<file path="src/design/dcc_pkg.sv">
package dcc_pkg;

   // controller sequence
   typedef enum logic [1:0] {
      ST_IDLE,
      ST_SCALE,
      ST_DIVIDE,
      ST_FINISH
   } state_type;

   // value kinds
   localparam logic [1:0] KIND_VOLT       = 2'd0;
   localparam logic [1:0] KIND_RAW        = 2'd1;
   localparam logic [1:0] KIND_PRESS_VOLT = 2'd2;
   localparam logic [1:0] KIND_PRESS_RAW  = 2'd3;

   // register indexes
   localparam logic [2:0] REG_PRESS_RANGE = 3'd0;
   localparam logic [2:0] REG_KEEP_POS    = 3'd1;
   localparam logic [2:0] REG_NULL_OFFSET = 3'd2;
   localparam logic [2:0] REG_LVDT_OFFSET = 3'd3;
   localparam logic [2:0] REG_AXIS_ONE    = 3'd4;
   localparam logic [2:0] REG_AXIS_TWO    = 3'd5;

   // pressure window modes
   localparam logic [2:0] RANGE_2V5 = 3'd0;
   localparam logic [2:0] RANGE_5V  = 3'd1;

   localparam logic [13:0] FULL_SCALE   = 14'h3fff;
   localparam logic [13:0] MID_SCALE    = 14'd8192;
   localparam logic [13:0] PRESS_HIGH   = 14'd12287;
   localparam logic [13:0] PRESS_LOW    = 14'd4096;
   localparam logic [13:0] PRESS_HIGH_2 = 14'd10239;
   localparam logic [13:0] PRESS_LOW_2  = 14'd6145;
   localparam logic [9:0]  COUNTS_PER_V = 10'd819;
   localparam logic [13:0] MV_SPAN      = 14'd10000;

   // ceil(2^36 / 1000), exact for dividends below 2^26
   localparam logic [26:0] RECIP_1000 = 27'd68719477;
   localparam int          RECIP_SHIFT = 36;

   typedef struct packed {
      logic [2:0]         press_range_mode;
      logic               keep_positive;
      logic signed [14:0] null_offset_mv;
      logic signed [14:0] lvdt_offset_mv;
      logic [2:0]         axis_one_channel;
      logic [2:0]         axis_two_channel;
   } cfg_type;

   typedef struct packed {
      logic capture;
      logic commit;
   } ctrl_cmd_type;

   typedef struct packed {
      logic out_free;
   } dp_status_type;

   // unsigned magnitude / 1000, truncating
   function automatic logic [16:0] div1000(input logic [25:0] mag);
      logic [52:0] prod;
      prod = {27'd0, mag} * {26'd0, RECIP_1000};
      return prod[52:RECIP_SHIFT];
   endfunction

endpackage

</file>
<file path="src/design/dcc_csr.sv">
module dcc_csr (
   input  logic            clock,
   input  logic            reset,
   input  logic            csr_psel,
   input  logic            csr_penable,
   input  logic            csr_pwrite,
   input  logic [4:0]      csr_paddr,
   input  logic [31:0]     csr_pwdata,
   output logic [31:0]     csr_prdata,
   output logic            csr_pready,
   output dcc_pkg::cfg_type cfg
);
   import dcc_pkg::*;

   cfg_type    cfg_ff;
   cfg_type    cfg_in;
   logic       wr_en;
   logic [2:0] reg_idx;

   assign csr_pready = 1'b1;
   assign wr_en      = csr_psel & csr_penable & csr_pwrite;
   assign reg_idx    = csr_paddr[4:2];

   always_comb begin
      cfg_in = cfg_ff;
      if (wr_en) begin
         unique case (reg_idx)
            REG_PRESS_RANGE: cfg_in.press_range_mode = csr_pwdata[2:0];
            REG_KEEP_POS:    cfg_in.keep_positive    = csr_pwdata[0];
            REG_NULL_OFFSET: cfg_in.null_offset_mv   = csr_pwdata[14:0];
            REG_LVDT_OFFSET: cfg_in.lvdt_offset_mv   = csr_pwdata[14:0];
            REG_AXIS_ONE:    cfg_in.axis_one_channel = csr_pwdata[2:0];
            REG_AXIS_TWO:    cfg_in.axis_two_channel = csr_pwdata[2:0];
            default:         cfg_in = cfg_ff;
         endcase
      end
   end

   always_ff @(posedge clock) begin
      if (reset) begin
         cfg_ff.press_range_mode <= RANGE_2V5;
         cfg_ff.keep_positive    <= 1'b0;
         cfg_ff.null_offset_mv   <= '0;
         cfg_ff.lvdt_offset_mv   <= '0;
         cfg_ff.axis_one_channel <= 3'd1;
         cfg_ff.axis_two_channel <= 3'd2;
      end else begin
         cfg_ff <= cfg_in;
      end
   end

   always_comb begin
      unique case (reg_idx)
         REG_PRESS_RANGE: csr_prdata = {29'd0, cfg_ff.press_range_mode};
         REG_KEEP_POS:    csr_prdata = {31'd0, cfg_ff.keep_positive};
         REG_NULL_OFFSET: csr_prdata = {17'd0, cfg_ff.null_offset_mv};
         REG_LVDT_OFFSET: csr_prdata = {17'd0, cfg_ff.lvdt_offset_mv};
         REG_AXIS_ONE:    csr_prdata = {29'd0, cfg_ff.axis_one_channel};
         REG_AXIS_TWO:    csr_prdata = {29'd0, cfg_ff.axis_two_channel};
         default:         csr_prdata = 32'd0;
      endcase
   end

   assign cfg = cfg_ff;

endmodule

</file>
<file path="config.mk">
export PLATFORM = sky130hd
export DESIGN_NAME = dcc_csr
export DESIGN_NICKNAME = d
export VERILOG_FILES = /design/src/design/dcc_pkg.sv /design/src/design/dcc_csr.sv
export SDC_FILE = /design/constraint.sdc
export NUM_CORES = 1
export LEC_CHECK = 0
export BUFFER_PORTS_ARGS = -buffer_cell sky130_fd_sc_hd__buf_4
export CAP_MARGIN = 40
export CORE_MARGIN = 1
export CORE_UTILIZATION = 45
export DETAILED_ROUTE_END_ITERATION = 12
export GPL_ROUTABILITY_DRIVEN = 1
export MAX_ROUTING_LAYER = met4
export PLACE_DENSITY = 0.84
export SLEW_MARGIN = 20
export SYNTH_ARGS = -nofsm -noshare
export SYNTH_HDL_FRONTEND = slang
export SYNTH_SLANG_ARGS = --single-unit
</file>
<file path="constraint.sdc">
create_clock -name clock -period 1.4 [get_ports clock]
set_input_delay 0.21 -clock clock [delete_from_list [all_inputs] [get_ports clock]]
set_output_delay 0.21 -clock clock [all_outputs]
set_load 0.03 [all_outputs]
</file>
After elaboration in Yosys (flattened, before gate mapping)
Cells that the tools add are included.
{"block": "totals", "output_inout_bits": 73, "inputBits": 42, "elab_cells": 21, "reg_bits": 40}
{"block": "op_classes", "bitwise": 2, "n_mux": 1, "reduce_logical": 7, "n_eq_ne": 5}
{"operator": "case mux 15 bit (6 select lines)", "n": 1}
{"operator": "AND reduction 2 bit", "n": 6}
{"operator": "equality test 3 x 2 -> 1 bit (second input constant)", "n": 2}
{"operator": "equality test 3 bit (second input constant)", "n": 2}
{"operator": "equality test 3 x 1 -> 1 bit (second input constant)", "n": 1}
{"operator": "logical NOT 3 bit", "n": 1}
{"operator": "bitwise AND 1 bit", "n": 2}

Longest topological paths before layout
{"block": "logic_depth", "ltp_word": 3, "mapped_depth": 6, "depth_no_buf": 3}

Least setup slack after synthesis
No wires, ideal clock.
{"block": "synth_path", "path_kind": "flip-flop to output port", "from": "register cfg_ff, in the netlist cfg[21]", "to": "output port csr_prdata[0]", "path_stages_with_launch": 4, "arrival_ns": 1.315, "required_ns": 1.190, "n_path_buf": 0, "slack_ns": -0.125, "path_cell_list": "dfxtp_1 -> mux4_2 -> inv_1 -> o22ai_1"}
{"block": "synth_via", "elab_chain_cells": 1}
{"item": "start, declared", "line": "dcc_csr.sv:15", "rtl": "cfg_type cfg_ff;"}
{"item": "start signal, assigned", "line": "dcc_csr.sv:48", "rtl": "cfg_ff <= cfg_in;"}
{"item": "case mux 15 bit (6 select lines)", "line": "dcc_csr.sv:53", "rtl": "unique case (reg_idx)"}
{"item": "end, declared", "line": "dcc_csr.sv:9", "rtl": "output logic [31:0] csr_prdata,"}
No other way between the ends.

Worst setup path after layout
{"block": "layout_path", "from": "register cfg_ff, in the netlist cfg[6]", "to": "output port csr_prdata[0]"}
The elaborated chain is that of the path after synthesis.

==> results_dict.tcl <==
set metrics [dict create \
    outcome "finished with violations" \
    violations "design-rule violations, negative setup slack" \
    die_h_microns 71.14 \
    grt_pass1_vias 1672 \
    synth_edf_count 0 \
    routedWlPerCell_microns 13.48 \
    cts_tree "built" \
    fill_cells 402 \
    multiInputGateArea_sq_um 1234 \
    synth.distinct_cells 27 \
    post-dp-hpwl_microns 3474 \
    end_kind "output pin" \
    drive_gt1_frac 0.3933 \
    synthArstFlopShare 0 \
    viasPerCell 4.898 \
    regArea_sq_um 808.3 \
    globalRouteTotalUtil 0.2030 \
    whs_ns 0.1898 \
    ys_ff_latch 40 \
    placed_cells 343 \
    dpl-instance-area_sq_um 2756 \
    stdcell_area_sq_um 2879 \
    cts_buffer_depth 2 \
    grt_max_degree 57 \
    dp_slack_ns 0.02066 \
    yosysTopAreaCell "dfxtp_1" \
    drc 7 \
    synth_top_area_frac 0.3723 \
    syn_area_sq_um 2151 \
    fmax_mhz 637.4 \
    synth_area_leaders "dfxtp_1, mux2i_1, nand2b_1" \
    fin_tns_setup_ns -0.1690 \
    critPathTopFamily "multiplexers" \
    coreArea_sq_um 4474 \
    final_core_util 0.6435 \
    cts_buffers 5 \
    path_class "reg -> out" \
    cts.htree.levels 2 \
    row_count 24 \
    setup_viol 1 \
    ant_nets 0 \
    initial_core_util 0.4807 \
    place.gp.congestion 0.8092 \
    dieArea_sq_um 5060 \
    synthToLayoutAreaGrowth_pct 33.86 \
    grt_overflow 0 \
    min_period_ns 1.569 \
    drt_wl_total_microns 4746 \
    required_ns 1.19 \
    finClkSkew_ns 0 \
    diodes 0 \
    hp-class "in -> reg" \
    crit_chain "mux4_2 > inv_2 > o22ai_2 > buf_6" \
    hold_buffers 0 \
    post-route-period-util 1.121 \
    finalHoldViolations 0 \
    crit_path_top_delay_cell "mux4_2" \
    critPathBufInv 2 \
    largest_reg_flops 40 \
    drt-initial-drc-count 70 \
    rsz0062_at_grt "true" \
    ys_warn_count 0 \
    pin_count 115 \
    worst_slack_ns -0.1690 \
    clock_latency_ns 0.28 \
    avgSynthCellArea_sq_um 9.688 \
    cts.sink_count 40 \
    first_pass_iters 8 \
    portBuffers 77 \
    worst_ep_arrival_time_ns 1.36 \
    grt_pass1_wl_microns 7845 \
    drv_slew 0 \
    synth_commonest_cells "mux2i_1, nand2b_1, dfxtp_1" \
    slowest_delay_ns 0.47 \
    synthFlopType "dfxtp_1" \
    leakage_nw 1.403 \
    ys_seq_area_frac 0.3723 \
    cp_max_fo 2 \
    max-cap-violations 0 \
    antenna_found_initial 0 \
    cts.reportedPaths.clkPinSlew_ns 0.08 \
    die_w_microns 71.14 \
    worst_ir_drop_vdd_v 0.0005843 \
    clock-root-buffer "clkbuf_8" \
    power_density_nw_per_um2 787.2 \
    startpoint_type "flop" \
    fin_nets 341 \
    syn_inst 222 \
    fin_cells 352 \
    totalPowerFinal_mw 2.266 \
    vias 1724 \
]
[worst register-to-register path, stage by stage (launching register included)]
cell      delay [ns]
dfxtp_2         0.32
buf_4           0.13
nand2b_1        0.07
mux2i_1         0.07
[metal layers]
metal	vias up	wire (microns)	global-route usage
met2	55	2381	0.3408
met5	-	0	-
met1	806	2106	0.2473
li1	858	-	-
met4	0	59	0.06889
met3	5	199	0.03419
[where the power goes]
group / switching (mW) / leakage, nW / internal, mW / total, mW
Sequential: 0.00721 / 0.326 / 1.15 / 1.15
Clock: 0.394 / 0.0445 / 0.401 / 0.795
Combinational: 0.191 / 1.03 / 0.128 / 0.319
[area by class of cell]
| cell class | instances | share of cell area |
|---|---|---|
| clock buffer | 7 | 0.02999 |
| multi-input combinational | 165 | 0.4285 |
| timing repair buffer | 86 | 0.2342 |
| sequential | 40 | 0.2807 |
| tap | 52 | 0.02260 |
| inverter | 1 | 0.001304 |
| clock inverter | 1 | 0.002608 |
[what timing repair did]
action | 4_1_cts | 5_1_grt
setup endpoints to repair | 1 | 3
buffers inserted | 1 | 0
pin swaps | 1 | 0
resized for setup | 5 | 5
[worst paths after layout]
path,start,end,slack [ns],cells past startpoint
min reg2reg,cfg[37]$_SDFFE_PP0P_,cfg[37]$_SDFFE_PP0P_,0.49,2
max reg2reg,cfg[36]$_SDFFE_PP0P_,cfg[36]$_SDFFE_PP0P_,0.70,3
min,csr_pwdata[1],cfg[1]$_SDFFE_PP1P_,0.19,3
max,cfg[6]$_SDFFE_PP0P_,csr_prdata[0],-0.17,4
[logic make-up after synthesis]
kind of cell	share of synthesized area
AO/OA/AOI/OAI	0.02211
other	0.003492
buffers and inverters	0.1070
multiplexers	0.2618
AND/OR/NAND/NOR	0.2333
flip-flops	0.3723
[placed cells by master, fill, tap and decap left out, types with 2 or more instances in the layout]
| cell type | instances |
|---|---|
| buf_4 | 83 |
| mux2i_1 | 54 |
| nand2b_1 | 54 |
| dfxtp_1 | 34 |
| conb_1 | 18 |
| nor2_2 | 10 |
| nand2_1 | 7 |
| dfxtp_2 | 6 |
| clkbuf_8 | 6 |
| nor2_1 | 5 |
| a22oi_2 | 2 |
| o221ai_2 | 2 |
| buf_12 | 2 |
Power figures use the tool's default switching activity.
